## config.mk

```make
export PLATFORM = sky130hd
export DESIGN_NAME = lri_lane
export DESIGN_NICKNAME = d
export VERILOG_FILES = /design/src/rtl/core/linear_interp_resampler_biquad_assert.svh /design/src/rtl/core/lri_pkg.sv /design/src/rtl/core/lri_lane.sv
export SDC_FILE = /design/constraint.sdc
export NUM_CORES = 2
export LEC_CHECK = 0
export BUFFER_PORTS_ARGS = -buffer_cell sky130_fd_sc_hd__buf_2
export CAP_MARGIN = 20
export CORE_UTILIZATION = 40
export CTS_BUF_LIST = sky130_fd_sc_hd__clkbuf_16
export DETAILED_ROUTE_END_ITERATION = 8
export SYNTH_ARGS = -nofsm -noshare
export SYNTH_HDL_FRONTEND = slang
export SYNTH_SLANG_ARGS = --single-unit
```

## constraint.sdc

```tcl
create_clock -name clk -period 10.8 [get_ports clk]
set_clock_uncertainty 0.2 [all_clocks]
set_input_delay 1.08 -clock clk [delete_from_list [all_inputs] [get_ports clk]]
set_output_delay 1.08 -clock clk [all_outputs]
set_load 0.01 [all_outputs]
```

## src/rtl/core/linear_interp_resampler_biquad_assert.svh

```systemverilog
// Assertion macros for the resampler core
`ifndef LINEAR_INTERP_RESAMPLER_BIQUAD_ASSERT_SVH
`define LINEAR_INTERP_RESAMPLER_BIQUAD_ASSERT_SVH
`ifndef ASSERT_OFF
`define LRI_ASSERT(lbl, clk, rst, prop, msg) \
  lbl: assert property (@(posedge clk) disable iff (rst) prop) else $error(msg);
`define LRI_ASSERT_ALWAYS(lbl, clk, prop, msg) \
  lbl: assert property (@(posedge clk) prop) else $error(msg);
`else
`define LRI_ASSERT(lbl, clk, rst, prop, msg)
`define LRI_ASSERT_ALWAYS(lbl, clk, prop, msg)
`endif
`endif

```

## src/rtl/core/lri_pkg.sv

```systemverilog
package lri_pkg;
  localparam int SW = 24;
  localparam int CW = 24;
  localparam int PW = 22;
  localparam int STW = 21;
  localparam logic [PW-1:0] ONE_Q16 = 22'd65536;
  localparam logic [PW-1:0] PHASE_RST = 22'd131072;
  localparam logic [STW-1:0] STEP_MIN = 21'd4096;
  localparam logic [STW-1:0] STEP_MAX = 21'd1048576;
  localparam logic [STW-1:0] DOWN_ABOVE = 21'd65542;
  localparam logic [STW-1:0] UP_BELOW = 21'd65530;
  localparam logic [4:0] MAX_OUT_M1 = 5'd15;

  typedef enum logic [2:0] {
    REG_STEP = 3'd0,
    REG_B0   = 3'd1,
    REG_B1   = 3'd2,
    REG_B2   = 3'd3,
    REG_A1   = 3'd4,
    REG_A2   = 3'd5
  } reg_idx_t;

  typedef enum logic [1:0] {
    OP_NONE  = 2'd0,
    OP_CLEAR = 2'd1,
    OP_PUSH  = 2'd2,
    OP_EMIT  = 2'd3
  } lane_op_t;

  typedef struct packed {
    lane_op_t op;
    logic     down;
    logic     up;
  } lane_cmd_t;

  typedef struct packed {
    logic signed [CW-1:0] b0;
    logic signed [CW-1:0] b1;
    logic signed [CW-1:0] b2;
    logic signed [CW-1:0] a1;
    logic signed [CW-1:0] a2;
  } coef_t;

  function automatic logic signed [SW-1:0] sat24(input logic signed [31:0] v);
    if (v > 32'sd8388607) return 24'sh7FFFFF;
    if (v < -32'sd8388608) return 24'sh800000;
    return v[SW-1:0];
  endfunction
endpackage

```

## src/rtl/core/lri_lane.sv

```systemverilog
module lri_lane (
  input  logic                         clk,
  input  logic                         rst,
  input  lri_pkg::lane_cmd_t           cmd,
  input  logic signed [23:0]           sample,
  input  logic [15:0]                  frac,
  input  lri_pkg::coef_t               coef,
  output logic                         done,
  output logic signed [23:0]           result
);
  import lri_pkg::*;

  typedef enum logic [2:0] {S_IDLE, S_INT1, S_INT2, S_FILT, S_FIN} st_t;

  st_t st;
  logic signed [SW-1:0] older, newer, x1, x2, y1, y2, xin;
  logic dest_push, down, up;
  logic [2:0] cnt;
  logic signed [47:0] prod;
  logic signed [51:0] acc;
  logic signed [41:0] iprod;
  logic signed [CW-1:0] mc;
  logic signed [SW-1:0] mo;
  logic prev_neg;
  logic signed [51:0] acc_r;
  logic signed [SW-1:0] y_new;
  logic signed [41:0] irnd;
  logic signed [SW-1:0] v_new;

  always_comb begin
    unique case (cnt)
      3'd0: begin mc = coef.b0; mo = xin; end
      3'd1: begin mc = coef.b1; mo = x1; end
      3'd2: begin mc = coef.b2; mo = x2; end
      3'd3: begin mc = coef.a1; mo = y1; end
      default: begin mc = coef.a2; mo = y2; end
    endcase
    prev_neg = (cnt >= 3'd4);
    acc_r = (acc + 52'sd1048576) >>> 21;
    y_new = sat24(acc_r > 52'sd8388607 ? 32'sd8388607 :
                  acc_r < -52'sd8388608 ? -32'sd8388608 : acc_r[31:0]);
    irnd = (iprod + 42'sd32768) >>> 16;
    v_new = sat24(32'(signed'(older)) + irnd[31:0]);
  end

  always_ff @(posedge clk) begin
    done <= 1'b0;
    if (rst) begin
      st <= S_IDLE;
      older <= '0; newer <= '0; x1 <= '0; x2 <= '0; y1 <= '0; y2 <= '0;
    end else begin
      unique case (st)
        S_IDLE: begin
          down <= cmd.down;
          up <= cmd.up;
          unique case (cmd.op)
            OP_CLEAR: begin
              older <= '0; newer <= '0; x1 <= '0; x2 <= '0; y1 <= '0; y2 <= '0;
            end
            OP_PUSH: begin
              if (cmd.down) begin
                xin <= sample; dest_push <= 1'b1; cnt <= '0; acc <= '0; st <= S_FILT;
              end else begin
                older <= newer; newer <= sample; done <= 1'b1;
              end
            end
            OP_EMIT: begin
              iprod <= (26'(signed'(newer)) - 26'(signed'(older))) * $signed({1'b0, frac});
              st <= S_INT1;
            end
            default: ;
          endcase
        end
        S_INT1: st <= S_INT2;
        S_INT2: begin
          if (up) begin
            xin <= v_new; dest_push <= 1'b0; cnt <= '0; acc <= '0; st <= S_FILT;
          end else begin
            if (!down) begin
              x2 <= x1; x1 <= v_new; y2 <= y1; y1 <= v_new;
            end
            result <= v_new; done <= 1'b1; st <= S_IDLE;
          end
        end
        S_FILT: begin
          if (cnt < 3'd5) prod <= mc * mo;
          if (cnt != 3'd0) acc <= prev_neg ? acc - 52'(prod) : acc + 52'(prod);
          if (cnt == 3'd5) st <= S_FIN;
          cnt <= cnt + 3'd1;
        end
        S_FIN: begin
          x2 <= x1; x1 <= xin; y2 <= y1; y1 <= y_new;
          if (dest_push) begin
            older <= newer; newer <= y_new;
          end else begin
            result <= y_new;
          end
          done <= 1'b1;
          st <= S_IDLE;
        end
        default: st <= S_IDLE;
      endcase
    end
  end
endmodule
```

# ---- Word level (Yosys, flattened, before mapping)
# Index checks and enable logic that the tools add are counted.
# Widths: inputs -> output; s select.
dict set report word_totals {
  reg_bits 344
}
dict set report classes {
  addsub 7
  n_mul 2
  magnitude_cmp 8
  n_eq_ne 25
  muxes 67
  bitwise_logic 1
  reduce_logical 18
}
# op count
set op_table {}
lappend op_table {{$mux 24} 24}
lappend op_table {{$pmux 24 s2} 6}
lappend op_table {{$pmux 24 s3} 4}
lappend op_table {{$mux 52} 5}
lappend op_table {{$pmux 24 s4} 2}
lappend op_table {{$pmux 52 s3} 1}
lappend op_table {{$mux 32} 2}
lappend op_table {{$add 52x22->52 const B} 1}
lappend op_table {{$add 52x48->52} 1}
lappend op_table {{$sub 52x48->52} 1}
lappend op_table {{$mul 24x24->48} 1}
lappend op_table {{$add 42x17->42 const B} 1}
lappend op_table {{$mul 25x17->42} 1}
lappend op_table {{$gt 32x24->1 const B} 1}
lappend op_table {{$lt 32x24->1 const B} 1}
lappend op_table {{$gt 31x24->1 const B} 1}
lappend op_table {{$lt 31x24->1 const B} 1}
lappend op_table {{$add 24x26->27} 1}
lappend op_table {{$gt 27x24->1 const B} 1}
lappend op_table {{$lt 27x24->1 const B} 1}
lappend op_table {{$sub 24x24->25} 1}
lappend op_table {{$ne 2x2->1 const B} 8}
lappend op_table {{$mux 3} 5}
lappend op_table {{$eq 3x2->1 const B} 4}
lappend op_table {{26 further kinds} 53}

# ---- Longest topological paths before layout
dict set report logic_depth {
  word_depth 11
  mapped_depth 36
}

# ---- Least setup slack after synthesis
# OpenSTA, ideal clock, no wires.
dict set report synth_path {
  kind {reg-to-reg}
  startpoint {register cnt[2]}
  endpoint {register prod[45] (data pin)}
  setup_ps 262
  arrival_time_ps 8979
  t_required_ps 10338
  setup_slack_ps 1359
  path_stages_with_launch 29
  path_buffers 6
  synth_period_minus_slack_ps 9441
  path_cell_list {edfxtp_1 clkbuf_1 clkbuf_1 inv_1 ha_1 nor4_1 clkbuf_1 clkbuf_1 mux2i_1 clkbuf_1 nor2_1 fa_1 fa_1 inv_1 fa_1 inv_1 fa_1 fa_1 fa_1 fa_1 ha_1 clkbuf_1 a21oi_1 o21ai_0 a21o_1 a221o_1 a2111oi_0 a21oi_1 xor2_1}
}
dict set report synth_between {
  elab_chain_len 3
  elab_cells_between_ends 7
  classes_between {mul (1); eq/ne (3); mux (2); reduce/logical (1)}
}
# item line_no
set synth_lines {}
lappend synth_lines {{start: declaration} lri_lane.sv:18} ;# logic [2:0] cnt;
lappend synth_lines {{start signal: assignment} lri_lane.sv:89} ;# cnt <= cnt + 3'd1;
lappend synth_lines {{$eq 3x2->1 (tied with other cells)} lri_lane.sv:31} ;# unique case (cnt)
lappend synth_lines {{$pmux 24 s4} lri_lane.sv:31}
lappend synth_lines {{$mul 24x24->48 (*)} lri_lane.sv:86} ;# if (cnt < 3'd5) prod <= mc * mo;
lappend synth_lines {{end signal: assignment} lri_lane.sv:86}
lappend synth_lines {{end: declaration} lri_lane.sv:19} ;# logic signed [47:0] prod;
# Mark *: on every way between the ends. The rest lies on a longest branch, timed or not.
# A chain may end at the register's enable or synchronous reset.

# ---- Final worst setup path
dict set report layout_path {
  startpoint {register cnt[2]}
  endpoint {register prod[42] (data pin)}
}
# Same word-level chain as after synthesis.

==> metrics.md <==
| Metric | Value |
|---|---|
| Outcome | finished with violations |
| Failing checks | design-rule violations |
| Total CTS buffers | 38 |
| Post-CTS sizing | 0 |
| CP startpoint kind | register |
| Largest net degree at the start of global routing | 104 |
| Async S/R FF share, synth | 0 |
| Max Freq | 0.09755 GHz |
| DR iter-0 viols | 3,717 |
| Fin util | 0.4341 |
| Largest registers | acc x52, prod x48, iprod x27 |
| Post-route DRC | 10 |
| Post-Synthesis Net Count | 8,154 |
| I/O Pins | 191 |
| Number of synthesized flops with an enable pin | 181 |
| Mapped cell area | 57,950 µm² |
| RSZ-0062 raised after global routing | no |
| Most area-hungry cell type in the Yosys netlist | fa_1 |
| Root buf cell | clkbuf_16 |
| Hold Path Sink | x2[20] |
| R2r worst-path depth | 28 |
| First-pass GRT wire length | 280,500 µm |
| Final antenna-violating net count | 0 |
| CTS H-tree lvls | 2 |
| Avg Cell Area, Syn | 8.723 µm² |
| Reg2Reg Launch Point | cnt[2] |
| RR Endpoint | prod[42] |
| CP Class | register to register |
| Critical path data arrival time | 10.37 ns |
| Hold Path Origin | x2[20] |
| # clock sinks | 329 |
| Detailed-route wire length | 179,600 µm |
| Core Rows | 139 |
| Post-synth cell types | 89 |
| Tcrit/Tclk final | 0.9492 |
| Worst slew pin tran | 1.119 ns |
| Total negative setup slack | 0 ns |
| Crit path required time | 10.92 ns |
| Core area | 143,700 µm² |
| Initial Util | 0.4034 |
| Most frequent CP cell | fa_1 |
| Slew Viols, Final | 0 |
| Antenna violations before repair | 7 |
| CTS max path bufs | 3 |
| Crit. Startpoint | cnt[2] |
| Port bufs | 190 |
| Synth Warn # | 0 |
| Top cells by area in the synthesized netlist | fa_1 35%, edfxtp_1 9.4%, inv_1 7.5% |
| Final hold vios | 0 |
| Flop2flop setup slack | 0.55 ns |
| Area Overhead vs Synth | 7.593% |
| Slew margin rel. | 0.2538 |
| CP max FO | 37 |
| Routed len/inst | 20.91 µm |
| Total setup buffers inserted after CTS | 0 |
| Most used DFF post-synth | edfxtp_1 |
| CTS clk-pin slew, worst paths | 0.06 ns |
| Die W | 382.6 µm |
| Total global routing overflow | 0 |
| Post-Synthesis Cells | 6,644 |
| Share of cells above drive strength 1 | 0.07197 |
| Biggest register | acc |
| Dpl hpwl | 144,500 µm |
| Slowest stage delay, CP | 0.77 ns |
| CP delay by family, top | adder cells |
| Seq/Total Area, Yosys | 0.1449 |
| CTS hold repair buffers | 0 |
| Worst setup EP type | register |
| CTS tree | done |
| Total number of vias | 47,050 |
| CP bufs+invs | 7 |
| Min Clock Period, post-route | 10.25 ns |
| Avg Vias per Cell | 5.479 |
| DRT Pass-1 Iters | 8 |
| Die height | 382.6 µm |
| Vias in the first global route | 48,150 |
| Max FFs per register | 52 |
| Yosys reg bits | 329 |
| Fin nets | 8,163 |
| # setup viols final | 0 |
| Total Routing Usage GR | 0.2460 |
| Top cell type's share of synthesized area | 0.3451 |
| MaxCap Viol Count | 0 |
| Routability cong. | 0.9226 |
| Worst hold path type | register to register |
| Worst path slowest cell | fa_1 |
| Hold path cells | 2 |
| Worst-Skew Late Latency | 0.59 ns |
| Die area | 146,400 µm² |
==> final cells by class <==
type,instances,area (µm²)
fill,14360,81300
multi-input combinational,4819,44060
sequential,329,8398
inverter,1153,4328
tap,1903,2381
timing repair buffer,312,1914
clock buffer,41,1026
clock inverter,29,240.2
antenna,1,2.502
==> cells in the final DEF, fill, tap and decap left out, types with 59 or more instances in the layout <==
master,instances
nand2_1,847
o21ai_0,86
inv_1,1160
nand3_1,210
and2_1,130
nor3_1,77
xnor2_1,185
edfxtp_1,181
fa_1,999
buf_2,189
a21oi_1,309
a21o_1,78
nand2b_1,80
ha_1,344
a211oi_1,72
buf_4,119
a22oi_1,98
xor2_1,59
dfxtp_1,148
nor2_1,539
==> logic make-up after synthesis <==
| family | count (synthesis) | share of synthesized area |
|---|---|---|
| AO/OA/AOI/OAI | 976 | 0.1119 |
| XOR/XNOR | 247 | 0.03759 |
| adder cells (fa/ha/maj) | 1344 | 0.4196 |
| buffers and inverters | 1496 | 0.09741 |
| flip-flops | 329 | 0.1449 |
| multiplexers | 121 | 0.02217 |
| AND/OR/NAND/NOR | 2131 | 0.1664 |
==> Yosys cell counts, drive strengths merged (98+ instances only) <==
master and number:
a21oi 311, a22oi 98, and2 134, clkbuf 305, dfxtp 148, edfxtp 181
fa 999, ha 345, inv 1152, nand2 847, nand3 210, nor2 540
o21ai 137, xnor2 186
==> per-layer routing <==
metal | wire length (µm) | part of all wire | vias to the layer above | GRT usage
met4 | 7186 | 0.040 | 10 | 0.08881
met1 | 74310 | 0.41 | 23790 | 0.3247
met3 | 11860 | 0.066 | 324 | 0.03456
met5 | 69 | 0.00038 | - | 0
li1 | - | - | 21310 | -
met2 | 86160 | 0.48 | 1617 | 0.4099
==> worst max-delay path by stage <==
stage / endpoint / slack [ns] / cells past startpoint
finish: prod[42] / 0.55 / 28
global route: prod[42] / 0.12 / 28
CTS: prod[42] / 0.73 / 28
detailed placement: prod[42] / 0.76 / 28
global placement: prod[46] / 0.92 / 26
floorplan: prod[45] / 1.36 / 28
==> tightest hold or removal path, cell delays in order, from the launching register on <==
cell and delay [ns]:
dfxtp_1 0.31, nand2_1 0.05, a21oi_1 0.05
==> metrics by stage <==
| step | instance area, µm² | instances | setup WS [ns] | hold WS (ns) |
|---|---|---|---|---|
| floorplan | 57950 | 6644 | 1.359 | 0.2284 |
| global placement | 61070 | 8515 | 0.9234 | 0.2383 |
| detailed placement | 61070 | 8515 | 0.7635 | 0.2438 |
| CTS | 62340 | 8585 | 0.7258 | 0.2515 |
| global route | 62350 | 8586 | 0.1215 | 0.2710 |
| finish | 62350 | 8587 | 0.5486 | 0.2522 |
Power is left out: the tool's default activity adds up to more than one toggle a clock period on the data nets, which glitch-free logic cannot reach.
